`src/hw/rtl/spf_skid.sv`:
```
// output register with a skid word so the input ready comes from a flop
module spf_skid #(
    parameter int W = 8
) (
    input  logic         clk,
    input  logic         rst_n,
    input  logic         in_valid,
    output logic         in_ready,
    input  logic [W-1:0] in_data,
    output logic         out_valid,
    input  logic         out_ready,
    output logic [W-1:0] out_data
);

    logic         out_valid_reg, out_valid_next;
    logic         skid_valid_reg, skid_valid_next;
    logic [W-1:0] out_data_reg, out_data_next;
    logic [W-1:0] skid_data_reg, skid_data_next;

    always_comb
    begin
        out_valid_next  = out_valid_reg;
        out_data_next   = out_data_reg;
        skid_valid_next = skid_valid_reg;
        skid_data_next  = skid_data_reg;
        if (out_ready || !out_valid_reg)
        begin
            if (skid_valid_reg)
            begin
                out_valid_next  = 1'b1;
                out_data_next   = skid_data_reg;
                skid_valid_next = 1'b0;
            end
            else
            begin
                out_valid_next = in_valid;
                out_data_next  = in_data;
            end
        end
        else if (in_valid && !skid_valid_reg)
        begin
            // output stalled: park the incoming word
            skid_valid_next = 1'b1;
            skid_data_next  = in_data;
        end
    end

    always_ff @(posedge clk or negedge rst_n)
    begin
        if (!rst_n)
        begin
            out_valid_reg  <= 1'b0;
            skid_valid_reg <= 1'b0;
        end
        else
        begin
            out_valid_reg  <= out_valid_next;
            skid_valid_reg <= skid_valid_next;
        end
    end

    always_ff @(posedge clk)
    begin
        out_data_reg  <= out_data_next;
        skid_data_reg <= skid_data_next;
    end

    assign in_ready  = !skid_valid_reg;
    assign out_valid = out_valid_reg;
    assign out_data  = out_data_reg;

endmodule

```
`config.mk`:
```
export PLATFORM = sky130hd
export DESIGN_NAME = spf_skid
export DESIGN_NICKNAME = d
export VERILOG_FILES = /design/src/hw/rtl/spf_skid.sv
export SDC_FILE = /design/constraint.sdc
export NUM_CORES = 1
export LEC_CHECK = 0
export BUFFER_PORTS_ARGS = -buffer_cell sky130_fd_sc_hd__buf_4
export CELL_PAD_IN_SITES_DETAIL_PLACEMENT = 1
export CELL_PAD_IN_SITES_GLOBAL_PLACEMENT = 1
export CORE_ASPECT_RATIO = 0.9
export CORE_MARGIN = 4
export CORE_UTILIZATION = 40
export CTS_BUF_LIST = sky130_fd_sc_hd__clkbuf_16
export DETAILED_ROUTE_END_ITERATION = 7
export PLACE_DENSITY = 0.83
export SYNTH_ARGS = -nofsm -noshare
export SYNTH_HDL_FRONTEND = slang
export SYNTH_SLANG_ARGS = --single-unit
```
`constraint.sdc`:
```
create_clock -name clk -period 3 [get_ports clk]
set_input_delay 0.3 -clock clk [delete_from_list [all_inputs] [get_ports clk]]
set_output_delay 0.3 -clock clk [all_outputs]
set_load 0.01 [all_outputs]
```
==> metrics.md, run 1 <==
| Metric | Value |
|---|---|
| Synth unique cells | 10 |
| Peak supply drop | 0.000364 V |
| Top area cells in the synthesized netlist | edfxtp_1, mux2_4, dfrtp_1, nand2b_4, buf_6 |
| Area grow syn2layout | 37.7% |
| Pwr Total | 628 uW |
| # IOs | 22 |
| Worst Tran Pin Value | 1.01 ns |
| Vias in the first global route | 398 |
| DIE WIDTH | 51.9 um |
| Starting Density | 0.417 |
| Final instance area | 956 sq um |
| DRC Markers | 0 |
| Setup crit start kind | flop |
| Gate power share | 0.104 |
| Yosys top cell by area | edfxtp_1 |
| Iteration-0 DRC Markers | 4 |
| TritonCTS clock tree | built |
| Status | completed |
| Max FO, Critical Path | 11 |
| Relative slew slack | 0.323 |
| Leak | 0.000393 uW |
| Total CTS buffers | 3 |
| Cells after synthesis | 33 |
| TNS Setup | 0 ns |
| Syn_nets | 45 |
| Post-synthesis sequential area ratio | 0.764 |
| Die Y | 47.5 um |
| Drt total wl | 1190 um |
| Diode count | 0 |
| DIE AREA | 2470 sq um |
| Sequential Power Share | 0.486 |
| GRT Total Usage | 0.109 |
| Total clock sinks | 18 |
| Final WS setup | 1.14 ns |
| Avg Vias per Cell | 4.47 |
| Gpl congestion | 0.664 |
| Hold_sp | in_data[3] |
| RSZ-0062 raised after global routing | no |
| Total iterations of the first detailed-routing run | 2 |
| Tmin final | 1.86 ns |
| Ys Warns | 0 |
| # setup viols final | 0 |
| Antenna-violating nets left | 0 |
| Syn_area_per_cell | 21.0 sq um |
| Post-synth top area share | 0.692 |
| # H-tree levels | 1 |
| CTS clk-pin slew, worst paths | 0.05 ns |
| Clk pwr share | 0.409 |
| Via Count | 362 |
| Critical Path Start | skid_valid_reg |
| Cell with the largest stage delay on the worst path | nor3b_1 |
| Nets | 71 |
| Port bufs | 21 |
| Power Density | 657 nW/um^2 |
| First-pass GRT wire length | 1770 um |
| Arrival time at the worst endpoint | 1.72 ns |
| Post-placement cell area | 871 sq um |
| Core ar. | 1660 sq um |
| Row Count | 14 |
| Most common cell after layout, fill and taps aside | buf_4 |
| Yosys reg bits | 18 |
| CTS root buffer | clkbuf_16 |
| CP Capture Type | flop |
| Crit path largest cell delay | 0.90 ns |
| CP cell instances | nor3b_1 |
| Hold Path Class | input port to flop |
| HPWL Detailed | 909 um |
| Clock Path Buffers | 2 |
| Final hold vios | 0 |
| Max-slew violations | 0 |
| Post-Place Worst Slack | 1.15 ns |
| Most frequent cells in the layout | buf_4, edfxtp_1, mux2_4, clkbuf_16 |
| Share of cells above drive strength 1 | 0.579 |
| Req. time, crit path | 2.86 ns |
| Clock Skew | 0.00417 ns |
| Sw frac | 0.186 |
| R2r startpoint | skid_valid_reg |
| Hold WS | 0.239 ns |
| Cell area after synthesis | 694 sq um |
| Top Family by Delay on Critical Path | simple AND/OR/NAND/NOR gates |
| R2r setup slk | 1.14 ns |
| Largest net degree at the start of global routing | 12 |
| Worst-Skew Late Latency | 0.25 ns |
| Drt wl/cell | 14.7 um |
| Crit share post-route | 0.620 |
| Fmax | 0.538 GHz |
| Max cap viols | 0 |
| Crit path kind | flop to flop |
| Initial antenna violation count | 0 |
| Switch Pwr | 117 uW |
| Grt ovf | 0 |
| Critical path buffers and inverters | 0 |
| Cell Int Power | 511 uW |
-- cells in the mapped netlist (all sizes together) --
| cell type | n |
|---|---|
| edfxtp | 16 |
| mux2 | 8 |
| dfrtp | 2 |
| nor2 | 2 |
| buf | 1 |
| inv | 1 |
| nand2 | 1 |
| nand2b | 1 |
| nor3b | 1 |
-- final timing paths --
check,endpoint,cells past startpoint
setup / recovery,skid_data_reg[5],1
hold / removal,skid_data_reg[3],1
setup reg to reg,skid_data_reg[5],1
hold reg to reg,out_data[7],1
max in group asynchronous,out_valid,2
min in group asynchronous,skid_valid_reg,2
-- logic make-up (layout without fill, tap and decap cells) --
| logic type | count (synthesis) | count (layout) | share of synthesized area |
|---|---|---|---|
| and+or+nand+nor | 5 | 5 | 0.0468 |
| DFF | 18 | 18 | 0.764 |
| muxes | 8 | 8 | 0.168 |
| buffers and inverters | 2 | 26 | 0.0216 |
-- routing by layer --
| layer | track usage | wire length, um | vias up |
|---|---|---|---|
| met3 | 0.0280 | 67 | 2 |
| met4 | 0.0942 | 29 | 0 |
| met5 | 0 | 0 | - |
| li1 | - | - | 171 |
| met2 | 0.188 | 604 | 16 |
| met1 | 0.114 | 488 | 173 |
-- power groups by stage --
stage / Sequential [uW] / Combinational, uW / Clock, uW
CTS: 305 / 67.2 / 263
global route: 306 / 70.8 / 274
floorplan: 311 / 29.7 / 0
detailed placement: 310 / 66.1 / 0
global placement: 309 / 64.1 / 0
finish: 305 / 65.6 / 257
-- metrics by stage --
step                std cells  utilization
global route               81        0.574
CTS                        81        0.574
finish                     81        0.574
global placement           77        0.523
floorplan                  33            -
detailed placement         77        0.523
-- final cells by class --
type                    instances  area, sq um
flip-flops and latches         18          531
fillers                       157          708
multi-input cells              13          149
inverters                       1         3.75
clock buffers                   3         75.1
repair buffers                 22          168
well taps                      24         30.0
-- timing repair --
action | CTS | global route
setup buffers | 0 | 0
hold buffers | 1 | 0
gates resized for setup | 0 | 0
hold endpoints to repair | 2 | 0
Note: power is estimated with default switching activity, not from simulation.
==> run 2, diff against run 1 <==
Settings changed: ABC_AREA set to 1, CORE_UTILIZATION 40 to 33, PLACE_DENSITY 0.83 to 0.78.
Clock period 3 ns to 1.6 ns, I/O delays scaled along.
==> metrics.md, run 2 <==
| Metric | Value |
|---|---|
| Leak | 0.000425 uW (+8.1%) |
| Final hold vios | 0 (unchanged) |
| Post-synth EDFFs | 16 (unchanged) |
| Cells after synthesis | 51 (+55%) |
| Fillers | 209 (+33%) |
| Power Density | 1250 nW/um^2 (+90%) |
| # H-tree levels | 1 (unchanged) |
| Share of cells above drive strength 1 | 0.385 (-0.194) |
| Most frequent cells in the layout | nand2_1, buf_4, edfxtp_1, clkbuf_16 |
| Diode count | 0 (unchanged) |
| Total clock sinks | 18 (unchanged) |
| GRT Total Usage | 0.113 (+0.00360) |
| Tmin final | 1.25 ns (-0.609 ns) |
| Worst Tran Pin Value | 0.408 ns (-0.605 ns) |
| Arrival time at the worst endpoint | 1.15 ns (-0.57 ns) |
| Iteration-0 DRC Markers | 2 (-2) |
| Area grow syn2layout | 41.6% |
| Row Count | 15 (+1) |
| Antenna-violating nets left | 0 (unchanged) |
| Hold WS | 0.0968 ns (-0.142 ns) |
| Largest net degree at the start of global routing | 11 (-1) |
| Peak supply drop | 0.00107 V (+190%) |
| Setup crit start kind | flop |
| Starting Density | 0.350 (-0.0671) |
| Yosys reg bits | 18 (unchanged) |
| Hold Path Depth | 1 (unchanged) |
| Hold Path Class | input port to flop |
| Total CTS buffers | 3 (unchanged) |
| Leading cell types by count after synthesis | nand2_1, edfxtp_1, dfrtp_1, nor2_2 |
| Top area cells in the synthesized netlist | edfxtp_1, nand2_1, dfrtp_1, nor2_2, buf_6 |
| Gpl congestion | 0.718 (+8.2%) |
| Crit share post-route | 0.782 (+0.162) |
| CP cell instances | inv_8 -> nand2_2 -> nor2_2 |
| Synth unique cells | 9 (-1) |
| Predominant post-synthesis flop cell | edfxtp_1 |
| Initial antenna violation count | 0 (unchanged) |
| CTS clk-pin slew, worst paths | 0.05 ns (about the same) |
| Worst-Skew Late Latency | 0.25 ns (about the same) |
| Max FO, Critical Path | 10 (-1) |
| Syn_area_per_cell | 13.3 sq um (-37%) |
| # IOs | 22 (unchanged) |
| Fmax | 0.800 GHz (+49%) |
| Post-placement cell area | 870 sq um (-0.14%) |
| Drt wl/cell | 13.2 um (-9.9%) |
| Top Family by Delay on Critical Path | flip-flops |
| Port bufs | 21 (unchanged) |
| Clock Path Buffers | 2 (unchanged) |
| Total iterations of the first detailed-routing run | 2 (unchanged) |
| Core ar. | 1930 sq um (+16%) |
| Drt total wl | 1360 um (+15%) |
| Relative slew slack | 0.728 (+0.405) |
| Syn_nets | 63 (+40%) |
| Status | completed |
| Ys async rst share | 0.111 (unchanged) |
| Levels on crit path | 3 (+2) |
| Hold_sp | in_data[6] |
| Inst Count DP | 98 (+27%) |
| Via Count | 448 (+24%) |
| DIE AREA | 2840 sq um (+15%) |
| TNS Setup | 0 ns (unchanged) |
| DIE WIDTH | 55.7 um (+7.4%) |
| DRC Markers | 0 (unchanged) |
| RSZ-0062 raised after global routing | no |
| Yosys top cell by area | edfxtp_1 |
| R2r setup slk | 0.35 ns (-0.79 ns) |
| Post-synthesis sequential area ratio | 0.784 (+0.0198) |
| Nets | 91 (+28%) |
| Setup Fix Bufs, Post-CTS | 0 (unchanged) |
| Max cap viols | 0 (unchanged) |
| R2r startpoint | skid_valid_reg |
| # setup viols final | 0 (unchanged) |
| Vias in the first global route | 454 (+14%) |
| Most common cell after layout, fill and taps aside | nand2_1 |
| Crit path largest cell delay | 0.43 ns (-0.47 ns) |
| Cell area after synthesis | 677 sq um (-2.5%) |
| Critical path buffers and inverters | 1 (+1) |
| Req. time, crit path | 1.50 ns (-1.36 ns) |
| Final Non-Filler Cells | 103 (+27%) |
| Crit path kind | flop to flop |
| Final instance area | 958 sq um (+0.26%) |
| CTS Hold Bufs | 1 (unchanged) |
| Post-cts sizing count | 0 (unchanged) |
| Cell with the largest stage delay on the worst path | dfrtp_1 |
| Ys Warns | 0 (unchanged) |
| CTS root buffer | clkbuf_16 |
| TritonCTS clock tree | built |
| Reg2reg path depth | 3 (+2) |
| Max-slew violations | 0 (unchanged) |
| Die Y | 51.0 um (+7.2%) |
| Critical Path Start | skid_valid_reg |
| Post-synth top area share | 0.710 (+0.0179) |
| Grt ovf | 0 (unchanged) |
| First-pass GRT wire length | 2130 um (+21%) |
| Avg Vias per Cell | 4.35 (-2.7%) |
| CP Capture Type | flop |
| HPWL Detailed | 989 um (+8.8%) |
| Clock Skew | 0.00106 ns (-0.00310 ns) |
| Most common cell in the netlist | nand2_1 |
==> run 2: area by class of cell <==
type / count / area [sq um] / share of cell area
Sequential cell: 18 / 531 / 0.554
Timing Repair Buffer: 24 / 183 / 0.191
Inverter: 2 / 15.0 / 0.0157
Multi-Input combinational cell: 30 / 120 / 0.125
Clock inverter: 1 / 3.75 / 0.00392
Clock buffer: 3 / 75.1 / 0.0783
Tap cell: 25 / 31.3 / 0.0326
==> run 2: metrics by stage <==
stage	power (uW)	util	setup WS, ns
floorplan	633	-	0.318
global placement	705	0.450	0.387
detailed placement	711	0.450	0.339
CTS	1210	0.496	0.335
global route	1240	0.496	0.251
finish	1190	0.496	0.349
==> run 2: kinds of logic (layout without fill, tap and decap cells) <==
logic type,after synthesis,in the layout,share of synthesized area
AND/OR/NAND/NOR,30,30,0.177
buffers and inverters,3,30,0.0388
flip-flops,18,18,0.784
==> run 2: worst paths after layout <==
check                                         to
max in group asynchronous         skid_valid_reg
worst max register to register  skid_data_reg[4]
worst min register to register       out_data[5]
min in group asynchronous              out_valid
worst min-delay path            skid_data_reg[6]
worst max-delay path            skid_data_reg[4]
==> run 2: report_power, final <==
group          total [uW]  switching [uW]  internal, uW
combinational         134            68.4          65.7
sequential            566            11.2           555
clock                 495             163           332
==> run 2: metal layers <==
layer  part of all wire  GRT usage  vias to the layer above
li1                   -          -                      220
met1               0.36      0.101                      213
met2               0.54      0.191                       13
met3              0.073     0.0606                        2
met4              0.030     0.0850                        0
met5                  0          0                        -
==> run 3, diff against run 2 <==
Settings changed: CORE_UTILIZATION 33 to 37, PLACE_DENSITY 0.78 to 0.82.
Clock period 1.6 ns to 1.18 ns, I/O delays scaled along.
==> metrics.md, run 3 (synthesized netlist as in run 2, its figures left out) <==
| Metric | Value |
|---|---|
| CTS root buffer | clkbuf_16 |
| Max FO, Critical Path | 9 (-1) |
| Hold_sp | in_data[3] |
| Antenna-violating nets left | 0 (unchanged) |
| Power Density | 1670 nW/um^2 (+34%) |
| HPWL Detailed | 1100 um (+11%) |
| Drt wl/cell | 13.9 um (+5.4%) |
| First-pass GRT wire length | 2350 um (+10%) |
| Post-Place Worst Slack | 0.0707 ns (-0.268 ns) |
| Total iterations of the first detailed-routing run | 2 (unchanged) |
| Crit path largest cell delay | 0.44 ns (about the same) |
| Avg Vias per Cell | 4.42 (+1.7%) |
| Crit share post-route | 0.942 |
| Relative slew slack | 0.841 (+0.113) |
| Total CTS buffers | 3 (unchanged) |
| Final WS setup | 0.0679 ns (-0.282 ns) |
| Initial antenna violation count | 0 (unchanged) |
| Via Count | 460 (+2.7%) |
| R2r setup slk | 0.07 ns (-0.28 ns) |
| CTS clk-pin slew, worst paths | 0.05 ns (about the same) |
| Max cap viols | 0 (unchanged) |
| Largest net degree at the start of global routing | 11 (unchanged) |
| Final Non-Filler Cells | 104 (+0.97%) |
| Peak supply drop | 0.00115 V (+7.7%) |
| TritonCTS clock tree | built |
| Vias in the first global route | 487 (+7.3%) |
| # IOs | 22 (unchanged) |
| Most frequent cells in the layout | nand2_1, buf_4, edfxtp_1, clkbuf_16, nand2_2 |
| Total clock sinks | 18 (unchanged) |
| Final hold vios | 0 (unchanged) |
| GRT Total Usage | 0.137 (+0.0247) |
| Worst-Skew Late Latency | 0.25 ns (about the same) |
| Clock Skew | 0.00102 ns (-0.0000402 ns) |
| Hold Path End | skid_data_reg[3] |
| Nets | 93 (+2.2%) |
| Max-slew violations | 0 (unchanged) |
| Share of cells above drive strength 1 | 0.425 (+0.0404) |
| Inst Count DP | 98 (unchanged) |
| Reg2reg path depth | 4 (+1) |
| # H-tree levels | 1 (unchanged) |
| Die Y | 48.6 um (-4.7%) |
| DRC Markers | 0 (unchanged) |
| Setup crit start kind | flop |
| Arrival time at the worst endpoint | 0.99 ns (-0.16 ns) |
| Crit path kind | flop to primary output |
| Worst Tran Pin Value | 0.238 ns (-0.170 ns) |
| Req. time, crit path | 1.06 ns (-0.44 ns) |
| Starting Density | 0.398 (+0.0482) |
| Most common cell after layout, fill and taps aside | nand2_1 |
| Grt ovf | 0 (unchanged) |
| # setup viols final | 0 (unchanged) |
| Gpl congestion | 0.709 (-1.3%) |
| Diode count | 0 (unchanged) |
| Critical path buffers and inverters | 3 (+2) |
| Leak | 0.000435 uW (+2.5%) |
| Drt total wl | 1450 um (+6.4%) |
| Top Family by Delay on Critical Path | flip-flops |
| Fmax | 0.899 GHz |
| CP cell instances | inv_8 -> buf_6 -> buf_4 |
| Hold Path Class | input port to flop |
| Critical R2R Capture | out_data[1] |
| Port bufs | 21 (unchanged) |
| R2r startpoint | skid_valid_reg |
| Core ar. | 1700 sq um (-12%) |
| Status | completed |
| Tmin final | 1.11 ns |
| Iteration-0 DRC Markers | 2 (unchanged) |
| Row Count | 14 (-1) |
| Cell with the largest stage delay on the worst path | dfrtp_2 |
| Hold Path Depth | 1 (unchanged) |
| DIE AREA | 2580 sq um (-9.2%) |
| Clock Path Buffers | 2 (unchanged) |
| Area grow syn2layout | 45.5% |
| CP Capture Type | primary output |
| DIE WIDTH | 53.1 um (-4.8%) |
-- run 3: worst max path at each step --
stage,from,endpoint,slack (ns),cells after the start
3_5_place_dp,skid_valid_reg,skid_data_reg[1],0.07,3
5_1_grt,out_valid,skid_data_reg[5],-0.001,2
3_3_place_gp,skid_valid_reg,skid_data_reg[2],0.12,3
6_report,skid_valid_reg,in_ready,0.07,3
2_1_floorplan,skid_valid_reg,skid_data_reg[0],0.08,4
4_1_cts,skid_valid_reg,in_ready,0.02,3
-- run 3: per-layer routing --
metal  track usage  vias up  part of all wire
li1              -      228                 -
met4        0.0638        0             0.019
met3        0.0552        3             0.060
met2         0.225       13              0.55
met5             0        -                 0
met1         0.151      216              0.37
-- run 3: layout make-up --
type | instances | area, sq um
multi-input cells | 30 | 128
clock inverters | 1 | 3.75
flip-flops and latches | 18 | 532
inverters | 2 | 15.0
well taps | 24 | 30.0
clock buffers | 3 | 75.1
fillers | 186 | 714
repair buffers | 26 | 201
-- run 3: report_power, final --
part / switching, uW / total (uW) / internal (uW) / leakage [uW]
registers: 18.3 / 772 / 753 / 0.000176
clock network: 222 / 672 / 450 / 0.0000385
logic: 99.1 / 197 / 98.3 / 0.000220
-- run 3: worst reg2reg max path, cell delays in order, from the launching register on --
cell	delay [ns]
dfrtp_2	0.44
buf_4	0.14
buf_4	0.16
nand2_1	0.07
nand2_1	0.06
-- run 3: timing repair --
action / in CTS / in global routing
setup endpoints to repair: 1 / 1
gates resized for setup: 1 / 1
hold buffers: 1 / 0
endpoints found under the hold margin: 2 / 0
setup buffers: 0 / 1
-- run 3: per-stage QoR --
step,util,hold WS [ns],power [uW],TNS [ns],instance area (sq um)
after floorplan,-,-0.178,863,0,684
after global placement,0.520,-0.0982,963,0,883
after detailed placement,0.520,-0.0975,976,0,883
after CTS,0.573,0.0478,1660,0,973
after global routing,0.580,0.0405,1740,-0.00388,985
final,0.580,0.0537,1640,0,985
